### src/design/apusrw_pkg.sv
// ----------------------------------------------------------------------------
// Shadow register writer package
// Types, register numbers and sweep sequence constants for the writer.
// ----------------------------------------------------------------------------
package apusrw_pkg;

  localparam int NUM_REGS_DEF = 24;
  localparam int REG_W = 5;
  localparam int VAL_W = 8;

  localparam logic [REG_W-1:0] PULSE1_HI = 5'h03;
  localparam logic [REG_W-1:0] PULSE2_HI = 5'h07;
  localparam logic [REG_W-1:0] PULSE1_LO = 5'h02;
  localparam logic [REG_W-1:0] PULSE2_LO = 5'h06;
  localparam logic [REG_W-1:0] HI_TO_LO = 5'h01;
  localparam logic [REG_W-1:0] HI_TO_VOL = 5'h02;
  localparam logic [REG_W-1:0] SWEEP_REG = 5'h17;

  localparam logic [VAL_W-1:0] LO_DOWN = 8'h00;
  localparam logic [VAL_W-1:0] LO_UP = 8'hFF;
  localparam logic [VAL_W-1:0] VOL_DOWN = 8'h8F;
  localparam logic [VAL_W-1:0] VOL_UP = 8'h87;
  localparam logic [VAL_W-1:0] SWEEP_VAL = 8'hC0;
  localparam logic [VAL_W-1:0] VOL_RESTORE = 8'h0F;

  typedef enum logic [1:0] {
    ACT_NONE,
    ACT_SINGLE,
    ACT_SWEEP
  } act_t;

  typedef enum logic [1:0] {
    STEP_VOL,
    STEP_SWEEP,
    STEP_RESTORE,
    STEP_LOW
  } step_t;

  typedef struct packed {
    act_t             act;
    logic             down;
    logic [VAL_W-1:0] low;
  } decision_t;

endpackage

### src/design/apu_shadow_register_writer.sv
// ----------------------------------------------------------------------------
// Shadow register writer: a request goes through the input register, then the
// output register. A plain write sustains one request per cycle while out_stall
// is low; a sweep emits five words, one per cycle from the output register unless
// stalled. Reset clears the shadow copy to zero at once and empties both registers.
// ----------------------------------------------------------------------------
module apu_shadow_register_writer #(
  parameter int NUM_REGS = apusrw_pkg::NUM_REGS_DEF
) (
  input  logic                          clk,
  input  logic                          rst,
  input  logic                          in_valid,
  output logic                          in_stall,
  input  logic                          req_type,
  input  logic [apusrw_pkg::REG_W-1:0]  reg_index,
  input  logic [apusrw_pkg::VAL_W-1:0]  new_value,
  output logic                          out_valid,
  input  logic                          out_stall,
  output logic [apusrw_pkg::REG_W-1:0]  out_reg,
  output logic [apusrw_pkg::VAL_W-1:0]  out_value,
  output logic                          last
);
  import apusrw_pkg::*;

  logic             in_q_valid;
  logic             in_q_type;
  logic [REG_W-1:0] in_q_reg;
  logic [VAL_W-1:0] in_q_value;

  logic             seq_active;
  step_t            seq_step;
  logic [REG_W-1:0] seq_hi;
  logic             seq_down;
  logic [VAL_W-1:0] seq_low;

  logic             out_valid_next;
  logic [REG_W-1:0] out_reg_next;
  logic [VAL_W-1:0] out_value_next;
  logic             last_next;
  logic             seq_active_next;
  step_t            seq_step_next;
  logic [REG_W-1:0] seq_hi_next;
  logic             seq_down_next;
  logic [VAL_W-1:0] seq_low_next;

  logic             out_adv;
  logic             load_ok;
  logic             in_fire;
  logic             consume;
  decision_t        dec;

  assign out_adv = !out_valid || !out_stall;
  assign load_ok = out_adv && !seq_active;
  assign in_stall = in_q_valid && !load_ok;
  assign in_fire = in_valid && !in_stall;
  assign consume = in_q_valid && load_ok;

  always_ff @(posedge clk) begin
    if (rst) begin
      in_q_valid <= 1'b0;
    end else if (in_fire) begin
      in_q_valid <= 1'b1;
    end else if (consume) begin
      in_q_valid <= 1'b0;
    end
  end

  always_ff @(posedge clk) begin
    if (in_fire) begin
      in_q_type <= req_type;
      in_q_reg <= reg_index;
      in_q_value <= new_value;
    end
  end

  apusrw_shadow #(
    .NUM_REGS (NUM_REGS)
  ) u_shadow (
    .clk       (clk),
    .rst       (rst),
    .upd       (consume),
    .req_type  (in_q_type),
    .reg_index (in_q_reg),
    .new_value (in_q_value),
    .dec       (dec)
  );

  always_comb begin
    out_valid_next = out_valid;
    out_reg_next = out_reg;
    out_value_next = out_value;
    last_next = last;
    seq_active_next = seq_active;
    seq_step_next = seq_step;
    seq_hi_next = seq_hi;
    seq_down_next = seq_down;
    seq_low_next = seq_low;
    if (out_adv) begin
      if (seq_active) begin
        out_valid_next = 1'b1;
        last_next = 1'b0;
        unique case (seq_step)
          STEP_VOL: begin
            out_reg_next = seq_hi - HI_TO_VOL;
            out_value_next = seq_down ? VOL_DOWN : VOL_UP;
            seq_step_next = STEP_SWEEP;
          end
          STEP_SWEEP: begin
            out_reg_next = SWEEP_REG;
            out_value_next = SWEEP_VAL;
            seq_step_next = STEP_RESTORE;
          end
          STEP_RESTORE: begin
            out_reg_next = seq_hi - HI_TO_VOL;
            out_value_next = VOL_RESTORE;
            seq_step_next = STEP_LOW;
          end
          default: begin
            out_reg_next = seq_hi - HI_TO_LO;
            out_value_next = seq_low;
            last_next = 1'b1;
            seq_active_next = 1'b0;
            seq_step_next = STEP_VOL;
          end
        endcase
      end else if (in_q_valid) begin
        unique case (dec.act)
          ACT_SINGLE: begin
            out_valid_next = 1'b1;
            out_reg_next = in_q_reg;
            out_value_next = in_q_value;
            last_next = 1'b1;
          end
          ACT_SWEEP: begin
            out_valid_next = 1'b1;
            out_reg_next = in_q_reg - HI_TO_LO;
            out_value_next = dec.down ? LO_DOWN : LO_UP;
            last_next = 1'b0;
            seq_active_next = 1'b1;
            seq_step_next = STEP_VOL;
            seq_hi_next = in_q_reg;
            seq_down_next = dec.down;
            seq_low_next = dec.low;
          end
          default: begin
            out_valid_next = 1'b0;
          end
        endcase
      end else begin
        out_valid_next = 1'b0;
      end
    end
  end

  always_ff @(posedge clk) begin
    if (rst) begin
      out_valid <= 1'b0;
      seq_active <= 1'b0;
      seq_step <= STEP_VOL;
    end else begin
      out_valid <= out_valid_next;
      seq_active <= seq_active_next;
      seq_step <= seq_step_next;
    end
  end

  always_ff @(posedge clk) begin
    out_reg <= out_reg_next;
    out_value <= out_value_next;
    last <= last_next;
    seq_hi <= seq_hi_next;
    seq_down <= seq_down_next;
    seq_low <= seq_low_next;
  end

`ifndef SYNTHESIS
  a_sweep_holds_output: assert property (@(posedge clk) disable iff (rst)
    seq_active |-> out_valid && !last)
    else $error("Sweep in progress without a pending non-final word.");

  a_sweep_continues: assert property (@(posedge clk) disable iff (rst)
    out_valid && !last && !out_stall |=> out_valid)
    else $error("Sweep sequence broke off before its final word.");

  a_sweep_word_value: assert property (@(posedge clk) disable iff (rst)
    out_valid && !last && (out_reg == SWEEP_REG) |-> out_value == SWEEP_VAL)
    else $error("Sweep register word carries the wrong value.");
`endif

endmodule

### src/design/apusrw_shadow.sv
// ----------------------------------------------------------------------------
// Shadow register store
// Holds the shadow copy of the chip registers, decides what a request emits
// and applies the resulting shadow updates when the request is consumed.
// ----------------------------------------------------------------------------
module apusrw_shadow #(
  parameter int NUM_REGS = apusrw_pkg::NUM_REGS_DEF
) (
  input  logic                          clk,
  input  logic                          rst,
  input  logic                          upd,
  input  logic                          req_type,
  input  logic [apusrw_pkg::REG_W-1:0]  reg_index,
  input  logic [apusrw_pkg::VAL_W-1:0]  new_value,
  output apusrw_pkg::decision_t         dec
);
  import apusrw_pkg::*;

  localparam int IDX_W = $clog2(NUM_REGS);

  logic [VAL_W-1:0] shadow [NUM_REGS];
  logic             in_range;
  logic [VAL_W-1:0] cur;
  logic [2:0]       old_lo;
  logic [2:0]       new_lo;
  logic             is_hi;
  logic             down;
  logic             up;
  logic [REG_W-1:0] vol_reg;

  assign in_range = ({1'b0, reg_index} < (REG_W + 1)'(NUM_REGS));
  assign cur = shadow[reg_index[IDX_W-1:0]];
  assign old_lo = cur[2:0];
  assign new_lo = new_value[2:0];
  assign is_hi = (reg_index == PULSE1_HI) || (reg_index == PULSE2_HI);
  assign down = ({1'b0, new_lo} + 4'd1) == {1'b0, old_lo};
  assign up = ({1'b0, old_lo} + 4'd1) == {1'b0, new_lo};
  assign vol_reg = reg_index - HI_TO_VOL;

  always_comb begin
    dec.down = down;
    dec.low = (reg_index == PULSE1_HI) ? shadow[IDX_W'(PULSE1_LO)]
                                       : shadow[IDX_W'(PULSE2_LO)];
    if (!in_range) begin
      dec.act = ACT_NONE;
    end else if (req_type) begin
      dec.act = ACT_SINGLE;
    end else if (cur == new_value) begin
      dec.act = ACT_NONE;
    end else if (is_hi && (down || up)) begin
      dec.act = ACT_SWEEP;
    end else begin
      dec.act = ACT_SINGLE;
    end
  end

  // The low period register ends the sweep with its old value, so only the
  // volume, sweep and high period registers change in the shadow.
  always_ff @(posedge clk) begin
    if (rst) begin
      for (int i = 0; i < NUM_REGS; i++) begin
        shadow[i] <= '0;
      end
    end else if (upd) begin
      for (int i = 0; i < NUM_REGS; i++) begin
        if ((dec.act == ACT_SWEEP) && (REG_W'(i) == vol_reg)) begin
          shadow[i] <= VOL_RESTORE;
        end
        if ((dec.act == ACT_SWEEP) && (REG_W'(i) == SWEEP_REG)) begin
          shadow[i] <= SWEEP_VAL;
        end
        if ((dec.act != ACT_NONE) && (REG_W'(i) == reg_index)) begin
          shadow[i] <= new_value;
        end
      end
    end
  end

endmodule

### config.mk
export PLATFORM = sky130hd
export DESIGN_NAME = apu_shadow_register_writer
export DESIGN_NICKNAME = d
export VERILOG_FILES = /design/src/design/apusrw_pkg.sv /design/src/design/apu_shadow_register_writer.sv /design/src/design/apusrw_shadow.sv
export SDC_FILE = /design/constraint.sdc
export NUM_CORES = 1
export LEC_CHECK = 0
export ABC_AREA = 0
export BUFFER_PORTS_ARGS = -buffer_cell sky130_fd_sc_hd__buf_2
export CORE_ASPECT_RATIO = 1.75
export CORE_UTILIZATION = 30
export DETAILED_ROUTE_END_ITERATION = 7
export GPL_TIMING_DRIVEN = 0
export HOLD_SLACK_MARGIN = 0.15
export SETUP_SLACK_MARGIN = 0.02
export SLEW_MARGIN = 20
export SYNTH_ARGS = -nofsm -noshare
export SYNTH_HDL_FRONTEND = slang
export SYNTH_SLANG_ARGS = --single-unit
### constraint.sdc
create_clock -name clk -period 12.25 [get_ports clk]
set_input_delay 2.45 -clock clk [delete_from_list [all_inputs] [get_ports clk]]
set_output_delay 2.45 -clock clk [all_outputs]
set_load 0.01 [all_outputs]
## Yosys cells after proc, flatten, opt, wreduce, memory -nomap -nowiden

Memory sizes are Yosys's and may differ from the RTL's. A register that Yosys moved wholly into a read port is not among the register bits.
Index checks and enable logic that the tools add are counted.

| cells by class | value |
|---|---|
| $add $sub $neg | 6 |
| $lt $le $gt $ge | 1 |
| equal/unequal tests | 55 |
| muxes and demuxes | 279 |
| bitwise logic cells | 50 |
| reductions and logical operators | 75 |

Operators by type and width:

| operator | number |
|---|---|
| $mux W8 | 53 |
| $mux W1 | 209 |
| $eq A4 B5 Y1 const A | 16 |
| $eq A5 B5 Y1 const A | 16 |
| $logic_and A1 B1 Y1 | 53 |
| $or A1 B1 Y1 | 49 |
| $eq A3 B5 Y1 const A | 8 |
| $pmux W8 S3 | 1 |
| $eq A2 B5 Y1 const A | 4 |
| $pmux W5 S2 | 2 |
| $pmux W8 S2 | 1 |
| $mux W5 | 3 |
| $mux W2 | 7 |
| $eq A1 B5 Y1 const A | 2 |
| $logic_not A5 Y1 | 2 |
| $sub A5 B1 Y5 const B | 2 |
| $sub A5 B2 Y5 const B | 2 |
| $add A3 B1 Y4 const B | 2 |
| $eq A4 B3 Y1 | 2 |
| $eq A8 B8 Y1 | 1 |
| $reduce_bool A2 Y1 | 4 |
| $pmux W2 S3 | 1 |
| $reduce_and A3 Y1 | 2 |
| $eq A5 B2 Y1 const B | 1 |
| other kinds (14) | 23 |

| word-level totals | value |
|---|---|
| flip-flop bits (word level) | 47 |
| RAM bits | 192 |
| input bits | 18 |
| memories | 1 |

Memories:

| memory | depth | width | rd ports | clocked after Yosys merged registers in | write ports | RTL line | source |
|---|---|---|---|---|---|---|---|
| u_shadow.shadow | 24 | 8 | 3 | 1 | 24 | apusrw_shadow.sv:21 | `logic [VAL_W-1:0] shadow [NUM_REGS];` |

## Depth between registers and ports, before layout

Gate-level depths: netlist of run 1.

| logic depth | value |
|---|---|
| word-level depth | 17 |
| depth in mapped cells | 23 |
| gate-level depth less buffers | 18 |

## Modules after synthesis

Synthesis of run 1 repeated with hierarchy kept, for this count alone.

| unflattened totals | value |
|---|---|
| cell total of the unflattened synthesis | 985 |
| area, all modules | 12015.3 um^2 |

Modules (own cells, without submodules):

| module | instances | cells each | area an instance (um^2) |
|---|---|---|---|
| apusrw_shadow | 1 | 823 | 9880.7 |
| apu_shadow_register_writer | 1 | 162 | 2134.5 |

## Least setup slack after synthesis of run 1

Ideal clock, no wire load.

| timing | value |
|---|---|
| kind | input port to output port |
| from | in out_stall |
| to | out in_stall |
| arrival time | 2771 ps |
| slack | 7029 ps |
| stages | 3 |
| buffers on the path | 0 |
| path through | a21o_1 > nand2_1 > inv_1 |

| between the ends | value |
|---|---|
| longest elaborated chain between the ends | 5 |

RTL lines:

| element | RTL line | source |
|---|---|---|
| from (decl) | apu_shadow_register_writer.sv:18 | `input logic out_stall,` |
| $logic_not A1 Y1 | apu_shadow_register_writer.sv:52 | `assign out_adv = !out_valid \|\| !out_stall;` |
| $logic_or A1 B1 Y1 | apu_shadow_register_writer.sv:52 |  |
| $logic_and A1 B1 Y1 | apu_shadow_register_writer.sv:53 | `assign load_ok = out_adv && !seq_active;` |
| $logic_not A1 Y1 | apu_shadow_register_writer.sv:54 | `assign in_stall = in_q_valid && !load_ok;` |
| $logic_and A1 B1 Y1 | apu_shadow_register_writer.sv:54 |  |
| to (decl) | apu_shadow_register_writer.sv:13 | `output logic in_stall,` |

Every way passes these cells.

==> results of run 1 <==
## cells by family (layout without fill, tap and decap cells)
family                     after synthesis  after routing  synth area share, %
xor gates and xnor gates                14             14                 1.11
other                                    0              1                    0
DFF                                    244            244                 58.6
muxes                                   89             89                 10.6
and+or+nand+nor                        363            363                 14.5
AOI/OAI and AO/OA                      172            172                 10.1
adders and majority gates               20             20                 2.03
buffers and inverters                   83            153                 3.01
## worst min path at each step
stage                          endpoint  cells past startpoint
CTS                 seq_hi[4]$_DFFE_PP_                      0
global placement    seq_hi[4]$_DFFE_PP_                      0
detailed placement  seq_hi[4]$_DFFE_PP_                      0
global route        seq_hi[4]$_DFFE_PP_                      0
floorplan           seq_hi[4]$_DFFE_PP_                      0
finish              seq_hi[4]$_DFFE_PP_                      0
## power by group through the flow
stage | clock, mW | combinational [mW] | sequential [mW]
global placement | 0 | 0.215 | 0.978
global route | 0.703 | 0.231 | 0.962
CTS | 0.676 | 0.218 | 0.960
finish | 0.671 | 0.220 | 0.960
floorplan | 0 | 0.135 | 0.971
detailed placement | 0 | 0.217 | 0.979
## layout by cell type (no fill, tap or decap), drive strengths merged, types with 10 or more instances in the layout
cell type	instances
a21o	66
a21oi	19
a22oi	19
and2	74
and3	33
buf	52
clkbuf	74
dfxtp	10
edfxtp	234
ha	20
inv	17
mux2	16
mux2i	43
mux4	30
nand2	95
nand3	11
nor2	99
nor3	10
o21ai	18
## routing by layer
metal / vias to the layer above / track usage [%] / wire, um
li1: 3762 / - / -
met1: 4193 / 19.6 / 13200
met2: 336 / 36.5 / 21900
met3: 122 / 2.42 / 2190
met4: 0 / 12.4 / 2760
met5: - / 0 / 0
## final cells by class
type                       count  area [um2]
sequential                   244        7230
tap                          544         681
timing repair buffer          33         171
multi-input combinational    658        4730
clock buffer                  28         593
antenna                        1        2.50
clock inverter                 9        76.3
inverter                      18        67.6
fill                        4047       26400
buffer                        65         304
## worst max-delay path, delay by kind of cell (launching register included)
kind | cells | cell delay [ns]
buffers and inverters | 4 | 1.98
and+or+nand+nor | 7 | 2.42
adders and majority gates | 1 | 0.15
muxes | 2 | 0.85
DFF | 1 | 0.30
AOI/OAI and AO/OA | 4 | 0.69
## cell usage after synthesis, types with 7 or more instances
cell | count | area (um2)
a21o_1 | 66 | 495
a21oi_1 | 19 | 95.1
a22oi_1 | 19 | 143
a31oi_1 | 8 | 50.1
and2_1 | 73 | 457
and3_1 | 33 | 206
clkbuf_1 | 46 | 173
dfxtp_1 | 10 | 200
edfxtp_1 | 234 | 7030
ha_1 | 20 | 250
inv_1 | 16 | 60.1
mux2_2 | 16 | 180
mux2i_1 | 42 | 420
mux4_2 | 27 | 608
nand2_1 | 95 | 357
nand2b_1 | 7 | 43.8
nand3_1 | 11 | 55.1
nor2_1 | 99 | 372
nor2b_1 | 8 | 50.1
nor3_1 | 9 | 45.0
o21ai_0 | 18 | 90.1
xnor2_1 | 9 | 78.8
==> flow_summary.ini, run 1 <==
[drt]
firstDrtPassIters = 8
wl_um = 40100
drt_iter0_drc = 672
via_count = 8413
vias_per_cell = 5.26
postRouteAntennaNets = 0
routedWlPerCell_um = 25.1
drc_errors = 0

[worst_setup_path]
cp-end-kind = flop
cp_cell_sequence = buf_2 > buf_1 > buf_2 > mux4_2 > mux2i_1 > a2bb2oi_1 > a211oi_1 > a2111oi_0 > and4_1 > a221o_1 > ha_1 > clkbuf_1 > nand2_1 > nor3_1 > nand2_1 > nor3_1 > nand2_1 > nand2_1
arrival_ns = 6.92
r2r_slack_ns = 5.50
cp-start-kind = flop
crit_path_max_fanout = 10
cp-endpoint = u_shadow.shadow[6][3]$_SDFFCE_PN0P_
rr_endpoint = u_shadow.shadow[6][3]$_SDFFCE_PN0P_
slowest_delay_ns = 0.73
rr_worst_depth = 18
crit_top_cell = nand2_1
cp_slowest_cell = buf_1
critPathRequiredTime_ns = 12.43
path_class = reg2reg

[placed_design]
place.detailed.hpwl_um = 29400
placed_area_um2 = 13200
place_congestion = 0.956
dpl_worst_slack_ns = 5.56
io_buffers = 32
place_inst = 1562

[yosys]
synth_warnings = 0
synth_nets = 1023
synth_seq_cells = 244
synthArstFlopShare_pct = 0
ys_types = 66
syn_area_um2 = 12300
synth_flop_cell = edfxtp_1
ys_seq_area_share_pct = 58.6
syn_area_per_cell_um2 = 12.5
syn_inst = 985
synth_edf_count = 234

[timing]
slew_headroom_pct = 30.2
finalHoldViolCount = 0
fin_setup_tns_ns = 0
setup_ws_ns = 5.50
finalCritPeriodShare_pct = 55.1
drv_slew = 0
holdWs_ns = 0.452
worst_slew_pin_slew_ns = 1.05
grt_setup_unrepaired = no
period_minus_slack_ns = 6.75
setup_violations = 0
fmax_mhz = 148
fin_skew_ns = 0.00988

[clocking]
clock_sinks = 244
post_cts_buffers = 0
cts_root_buffer = clkbuf_16
clk_latency_ns = 0.52
cts_resized = 0
ctsHoldBuffers = 0
cts.clk_slew.worst_paths_ns = 0.07
tritoncts = yes
cts_buffer_depth = 3
cts_inserted_buffers = 21
cts_max_level = 1

[finish]
post-route-util_pct = 34.4
drive_gt1_share_pct = 12.6
largest_reg_flops = 192
syn2layout_area_growth_pct = 12.4
final_cells = 1600
finalInstanceArea_um2 = 13900
regMostFlops = u_shadow.shadow
layout.nets = 1079

[die]
die_h_um = 270
die_w_um = 155
core_um2 = 40300
fp-row-count = 97
ioPinCount = 34
die-area_um2 = 41900
start_util_pct = 30.6

[job]
drv_cap = 0

[global_route]
grt_pass1_wl_um = 57600
grt_max_degree = 21
overflow = 0
grt_usage_pct = 19.3
first_global_vias = 8504
antenna_found_initial = 1

[pwr]
internal_power_mw = 1.38
powerDensity_nw_per_um2 = 134
p_seq_share_pct = 51.9
power_frac_clock_pct = 36.2
power_frac_comb_pct = 11.9
leakage_nw = 5.68
p_sw_mw = 0.469
p_sw_share_pct = 25.3
p_total_mw = 1.85
ir_drop_uv = 74.6

[hold_path]
hp-class = reg2reg
hold_start = in_q_reg[4]$_DFFE_PP_

[status]
run_status = complete, no violations
No activity file was read; power rests on OpenSTA's default activity.
==> run 2, diff against run 1 <==
- clock period: 12.25 -> 6.1 ns (I/O delays scaled with it)
==> run 2 against run 1 <==
Against the previous run: clock skew up 0.0027 ns; sequential power is 100% higher; register-to-register slack got worse by 5.3 ns; die area stayed put; via count rose by 1.4%; worst setup slack worse by 5.3 ns; hold slack worse by 0.00090 ns; wire length rose by 0.23%; critical endpoint is now u_shadow.shadow[8][4]$_SDFFCE_PN0P_; largest cell class unchanged; highest routed layer unchanged.
==> flow_summary.ini, run 2 (synthesis results as in run 1) <==
[status]
run_status = complete, no violations

[worst_setup_path]
crit_path_max_fanout = 10
path_class = reg2reg
cp-end-kind = flop
rr_worst_depth = 20
arrival_ns = 6.06
critPathRequiredTime_ns = 6.28
cp-start-kind = flop
r2r_slack_ns = 0.22

[drt]
drc_errors = 0
routedWlPerCell_um = 24.9
via_count = 8530
vias_per_cell = 5.29
drt_iter0_drc = 747
firstDrtPassIters = 5
postRouteAntennaNets = 0
wl_um = 40200

[clocking]
cts_max_level = 1
cts.clk_slew.worst_paths_ns = 0.07
tritoncts = yes
ctsHoldBuffers = 0
clock_sinks = 244
clk_latency_ns = 0.52
cts_buffer_depth = 3
cts_root_buffer = clkbuf_16
cts_inserted_buffers = 21

[timing]
finalHoldViolCount = 0
setup_violations = 0
worst_slew_pin_slew_ns = 1.05
setup_ws_ns = 0.221
fmax_mhz = 170
grt_setup_unrepaired = yes
period_minus_slack_ns = 5.88
finalCritPeriodShare_pct = 96.4
fin_skew_ns = 0.0126
drv_slew = 0
slew_headroom_pct = 30.2

[die]
start_util_pct = 30.6
die-area_um2 = 41900
die_h_um = 270
fp-row-count = 97
ioPinCount = 34
core_um2 = 40300
die_w_um = 155

[pwr]
p_sw_mw = 0.948
ir_drop_uv = 146
internal_power_mw = 2.78
power_frac_clock_pct = 36.2
powerDensity_nw_per_um2 = 264
leakage_nw = 5.77
p_sw_share_pct = 25.4
power_frac_comb_pct = 12.1
p_seq_share_pct = 51.7

[global_route]
first_global_vias = 8558
overflow = 0
grt_usage_pct = 19.4
antenna_found_initial = 0
grt_max_degree = 21
grt_pass1_wl_um = 57800

[hold_path]
whs_path_depth = 0
hp-class = reg2reg

[finish]
layout_commonest_cell = edfxtp_1
post-route-util_pct = 35.1
layout.nets = 1092
regMostFlops = u_shadow.shadow
largest_reg_flops = 192
syn2layout_area_growth_pct = 14.7
final_cell_mix = edfxtp_1, nor2_1, nand2_1
diodes = 0
drive_gt1_share_pct = 18.0

[placed_design]
place_congestion = 0.956
dpl_worst_slack_ns = -0.588
io_buffers = 32
place.detailed.hpwl_um = 29400

[job]
drv_cap = 0
## run 2: worst paths after layout
path / startpoint / endpoint
hold / removal: in_q_reg[4]$_DFFE_PP_ / seq_hi[4]$_DFFE_PP_
hold reg to reg: in_q_reg[4]$_DFFE_PP_ / seq_hi[4]$_DFFE_PP_
setup reg to reg: flop / u_shadow.shadow[8][4]$_SDFFCE_PN0P_
setup / recovery: flop / u_shadow.shadow[8][4]$_SDFFCE_PN0P_
## run 2: layout make-up
type | instances | area, um2
Inverter | 18 | 67.6
Sequential cell | 244 | 7230
Multi-Input combinational cell | 658 | 4900
Clock buffer | 28 | 593
Tap cell | 544 | 681
Buffer | 62 | 303
Clock inverter | 9 | 76.3
Timing Repair Buffer | 49 | 292
Fill cell | 4028 | 26200
## run 2: timing repair
action / 4_1_cts / 5_1_grt
resized for setup: 36 / 21
pin swaps: 1 / 9
hold endpoints to repair: 0 / 0
buffers inserted: 0 / 16
endpoints found under the setup margin: 274 / 287
cloned: 0 / 0
## run 2: metal layers
metal  track usage [%]  vias to the layer above  part of all wire, %
li1                  -                     3793                    -
met1              19.4                     4234                   33
met2              36.3                      356                   54
met3              2.52                      147                  5.5
met4              13.6                        0                  8.0
met5                 0                        -                    0
## run 2: power groups by stage
stage | registers [mW] | logic, mW | clock network (mW)
6_report | 1.93 | 0.450 | 1.35
5_1_grt | 1.93 | 0.471 | 1.41
4_1_cts | 1.93 | 0.442 | 1.36
3_5_place_dp | 1.97 | 0.436 | 0
3_3_place_gp | 1.96 | 0.432 | 0
2_1_floorplan | 1.95 | 0.272 | 0
## run 2: metrics by stage
stage / hold slack, ns / std cells / setup TNS [ns] / instance area, um2 / total power [mW]
after global routing: 0.477 / 1612 / 0 / 14100 / 3.82
final: 0.451 / 1612 / 0 / 14100 / 3.73
after floorplan: 0.424 / 985 / 0 / 12300 / 2.22
after CTS: 0.457 / 1598 / 0 / 14000 / 3.73
after global placement: 0.447 / 1561 / -96.19 / 13200 / 2.40
after detailed placement: 0.441 / 1562 / -88.79 / 13200 / 2.40
## run 2: worst max-delay path, stage by stage (launching register included)
cell	delay, ns
dfxtp_1	0.40
buf_6	0.26
buf_6	0.27
buf_4	0.34
mux2i_2	0.40
a22oi_1	0.16
a31oi_1	0.32
nand2_1	0.15
ha_1	0.24
xor2_1	0.20
nor4_1	0.06
o21ba_2	0.24
o32ai_2	0.09
a221o_1	0.38
ha_1	0.22
nor4b_2	0.37
nor2b_2	0.36
nand2_1	0.31
nor2_4	0.29
nor2_1	0.06
nand2_1	0.34
==> run 3, diff against run 2 <==
==> constraint.sdc (replaced) <==
create_clock -name clk -period 6.1 [get_ports clk]
set_input_delay 0.305 -clock clk [delete_from_list [all_inputs] [get_ports clk]]
set_output_delay 0.305 -clock clk [all_outputs]
set_load 0.01 [all_outputs]
==> run 3 against run 2 <==
Against the previous run: combinational power up 2%; largest power group unchanged; sequential power about the same; critical endpoint is now u_shadow.shadow[12][0]$_SDFFCE_PN0P_; the flow now finishes with violations (DRC); global-route usage barely moved; clock skew down 0.0023 ns; critical path type unchanged; clock power hardly changed; highest routed layer unchanged.
==> flow_summary.ini, run 3 (synthesis results as in run 1) <==
[die]
die-area_um2 = 41900
core_um2 = 40300
start_util_pct = 30.6
die_w_um = 155
die_h_um = 270
ioPinCount = 34
fp-row-count = 97

[finish]
diodes = 0
largest_reg_flops = 192
finalInstanceArea_um2 = 14300
regMostFlops = u_shadow.shadow
final_cells = 1627
post-route-util_pct = 35.5
layout.nets = 1107
final_cell_mix = edfxtp_1, nor2_1, nand2_1
syn2layout_area_growth_pct = 15.9
drive_gt1_share_pct = 17.6
layout_commonest_cell = edfxtp_1

[hold_path]
whs_path_depth = 0
hold_start = in_q_reg[4]$_DFFE_PP_
hold_path_end = seq_hi[4]$_DFFE_PP_
hp-class = reg2reg

[global_route]
first_global_vias = 8610
grt_usage_pct = 19.4
overflow = 0
grt_pass1_wl_um = 57800
antenna_found_initial = 0
grt_max_degree = 21

[placed_design]
place_congestion = 0.956
placed_area_um2 = 13200
place.detailed.hpwl_um = 29400
io_buffers = 32
place_inst = 1562

[timing]
finalHoldViolCount = 0
fin_skew_ns = 0.0103
period_minus_slack_ns = 5.85
worst_slew_pin_slew_ns = 1.02
fin_setup_tns_ns = 0
drv_slew = 0
slew_headroom_pct = 32.1
finalCritPeriodShare_pct = 95.9
setup_violations = 0
fmax_mhz = 171
grt_setup_unrepaired = yes

[status]
run_status = finished, violations left
violations = DRC

[clocking]
cts.clk_slew.worst_paths_ns = 0.07
cts_buffer_depth = 3
cts_root_buffer = clkbuf_16
clock_sinks = 244
clk_latency_ns = 0.52
tritoncts = yes
cts_inserted_buffers = 21
cts_max_level = 1

[drt]
vias_per_cell = 5.26
routedWlPerCell_um = 24.7
postRouteAntennaNets = 0
drt_iter0_drc = 646
via_count = 8555
drc_errors = 1
firstDrtPassIters = 8
wl_um = 40200

[job]
drv_cap = 0

[worst_setup_path]
arrival_ns = 6.24
critPathRequiredTime_ns = 6.49
cp_slowest_cell = nor2_1
cp.buffers_inverters = 3
path_class = reg2reg
rr_endpoint = u_shadow.shadow[12][0]$_SDFFCE_PN0P_
crit_path_max_fanout = 10
rr_worst_depth = 21
crit_top_cell = nand2_1
cp_cell_sequence = buf_6 > buf_6 > buf_4 > mux2i_2 > a22oi_1 > a31oi_1 > nand2_1 > ha_1 > xor2_1 > nor4_1 > o21ba_2 > o32ai_2 > a221o_1 > ha_2 > nand2_1 > nor3_2 > nand3_1 > nor2_1 > nand2_1 > nor2_1 > a21o_1
r2r_slack_ns = 0.25
cp-end-kind = flop
slowest_delay_ns = 0.43
cp-start-kind = flop
critPathTopFamily = simple AND/OR/NAND/NOR gates

[pwr]
ir_drop_uv = 145
p_total_mw = 3.73
leakage_nw = 5.83
powerDensity_nw_per_um2 = 261
[run 3: cell count changes in the layout (fill, tap and decap cells not counted)]
| cell | previous run | this run |
|---|---|---|
| buf_4 | 18 | 17 |
| dlygate4sd3_1 | 0 | 16 |
[run 3: timing repair]
action / in CTS / in global routing
endpoints found under the setup margin: 274 / 287
setup buffers: 0 / 15
hold buffers: 16 / 0
resized for setup: 36 / 21
hold endpoints to repair: 21 / 0
pin swaps: 1 / 9
[run 3: area by class of cell]
cell class / instances / area [um2]
sequential: 244 / 7230
multi-input combinational: 658 / 4900
fill: 4015 / 26000
clock inverter: 9 / 76.3
clock buffer: 28 / 593
inverter: 18 / 67.6
tap: 544 / 681
timing repair buffer: 64 / 444
buffer: 62 / 303
[run 3: routing by layer]
metal / global-route usage [%] / routed length, um
met4: 14.5 / 3310
met1: 19.5 / 13300
met5: 0 / 0
met2: 36.0 / 21500
met3: 2.39 / 2050
[run 3: where the power goes]
part / total (mW) / internal [mW] / switching (mW)
logic: 0.457 / 0.159 / 0.298
registers: 1.93 / 1.90 / 0.0328
clock network: 1.35 / 0.731 / 0.617
total: 3.73 / 2.79 / 0.948
[run 3: how the worst max path moves through the flow]
stage,cells after the start,to,from
floorplan,18,last$_DFFE_PP_,flop
global placement,18,u_shadow.shadow[7][4]$_SDFFCE_PN0P_,flop
global route,21,u_shadow.shadow[12][0]$_SDFFCE_PN0P_,flop
finish,21,u_shadow.shadow[12][0]$_SDFFCE_PN0P_,flop
CTS,20,u_shadow.shadow[10][4]$_SDFFCE_PN0P_,flop
detailed placement,18,u_shadow.shadow[7][7]$_SDFFCE_PN0P_,flop
[run 3: per-stage QoR]
stage | hold slack (ns) | setup slack (ns)
after global routing | 0.477 | 0.0101
after floorplan | 0.404 | 1.37
after detailed placement | 0.441 | -0.588
final | 0.451 | 0.253
after CTS | 0.457 | 0.0223
after global placement | 0.447 | -0.606
[run 3: worst reg2reg max path, cell delays in order, from the launching register on]
cell	delay, ns
dfxtp_1	0.41
buf_6	0.26
buf_6	0.30
buf_4	0.34
mux2i_2	0.41
a22oi_1	0.16
a31oi_1	0.31
nand2_1	0.15
ha_1	0.24
xor2_1	0.18
nor4_1	0.17
o21ba_2	0.20
o32ai_2	0.18
a221o_1	0.23
ha_2	0.34
nand2_1	0.14
nor3_2	0.38
nand3_1	0.18
nor2_1	0.42
nand2_1	0.16
nor2_1	0.43
a21o_1	0.14
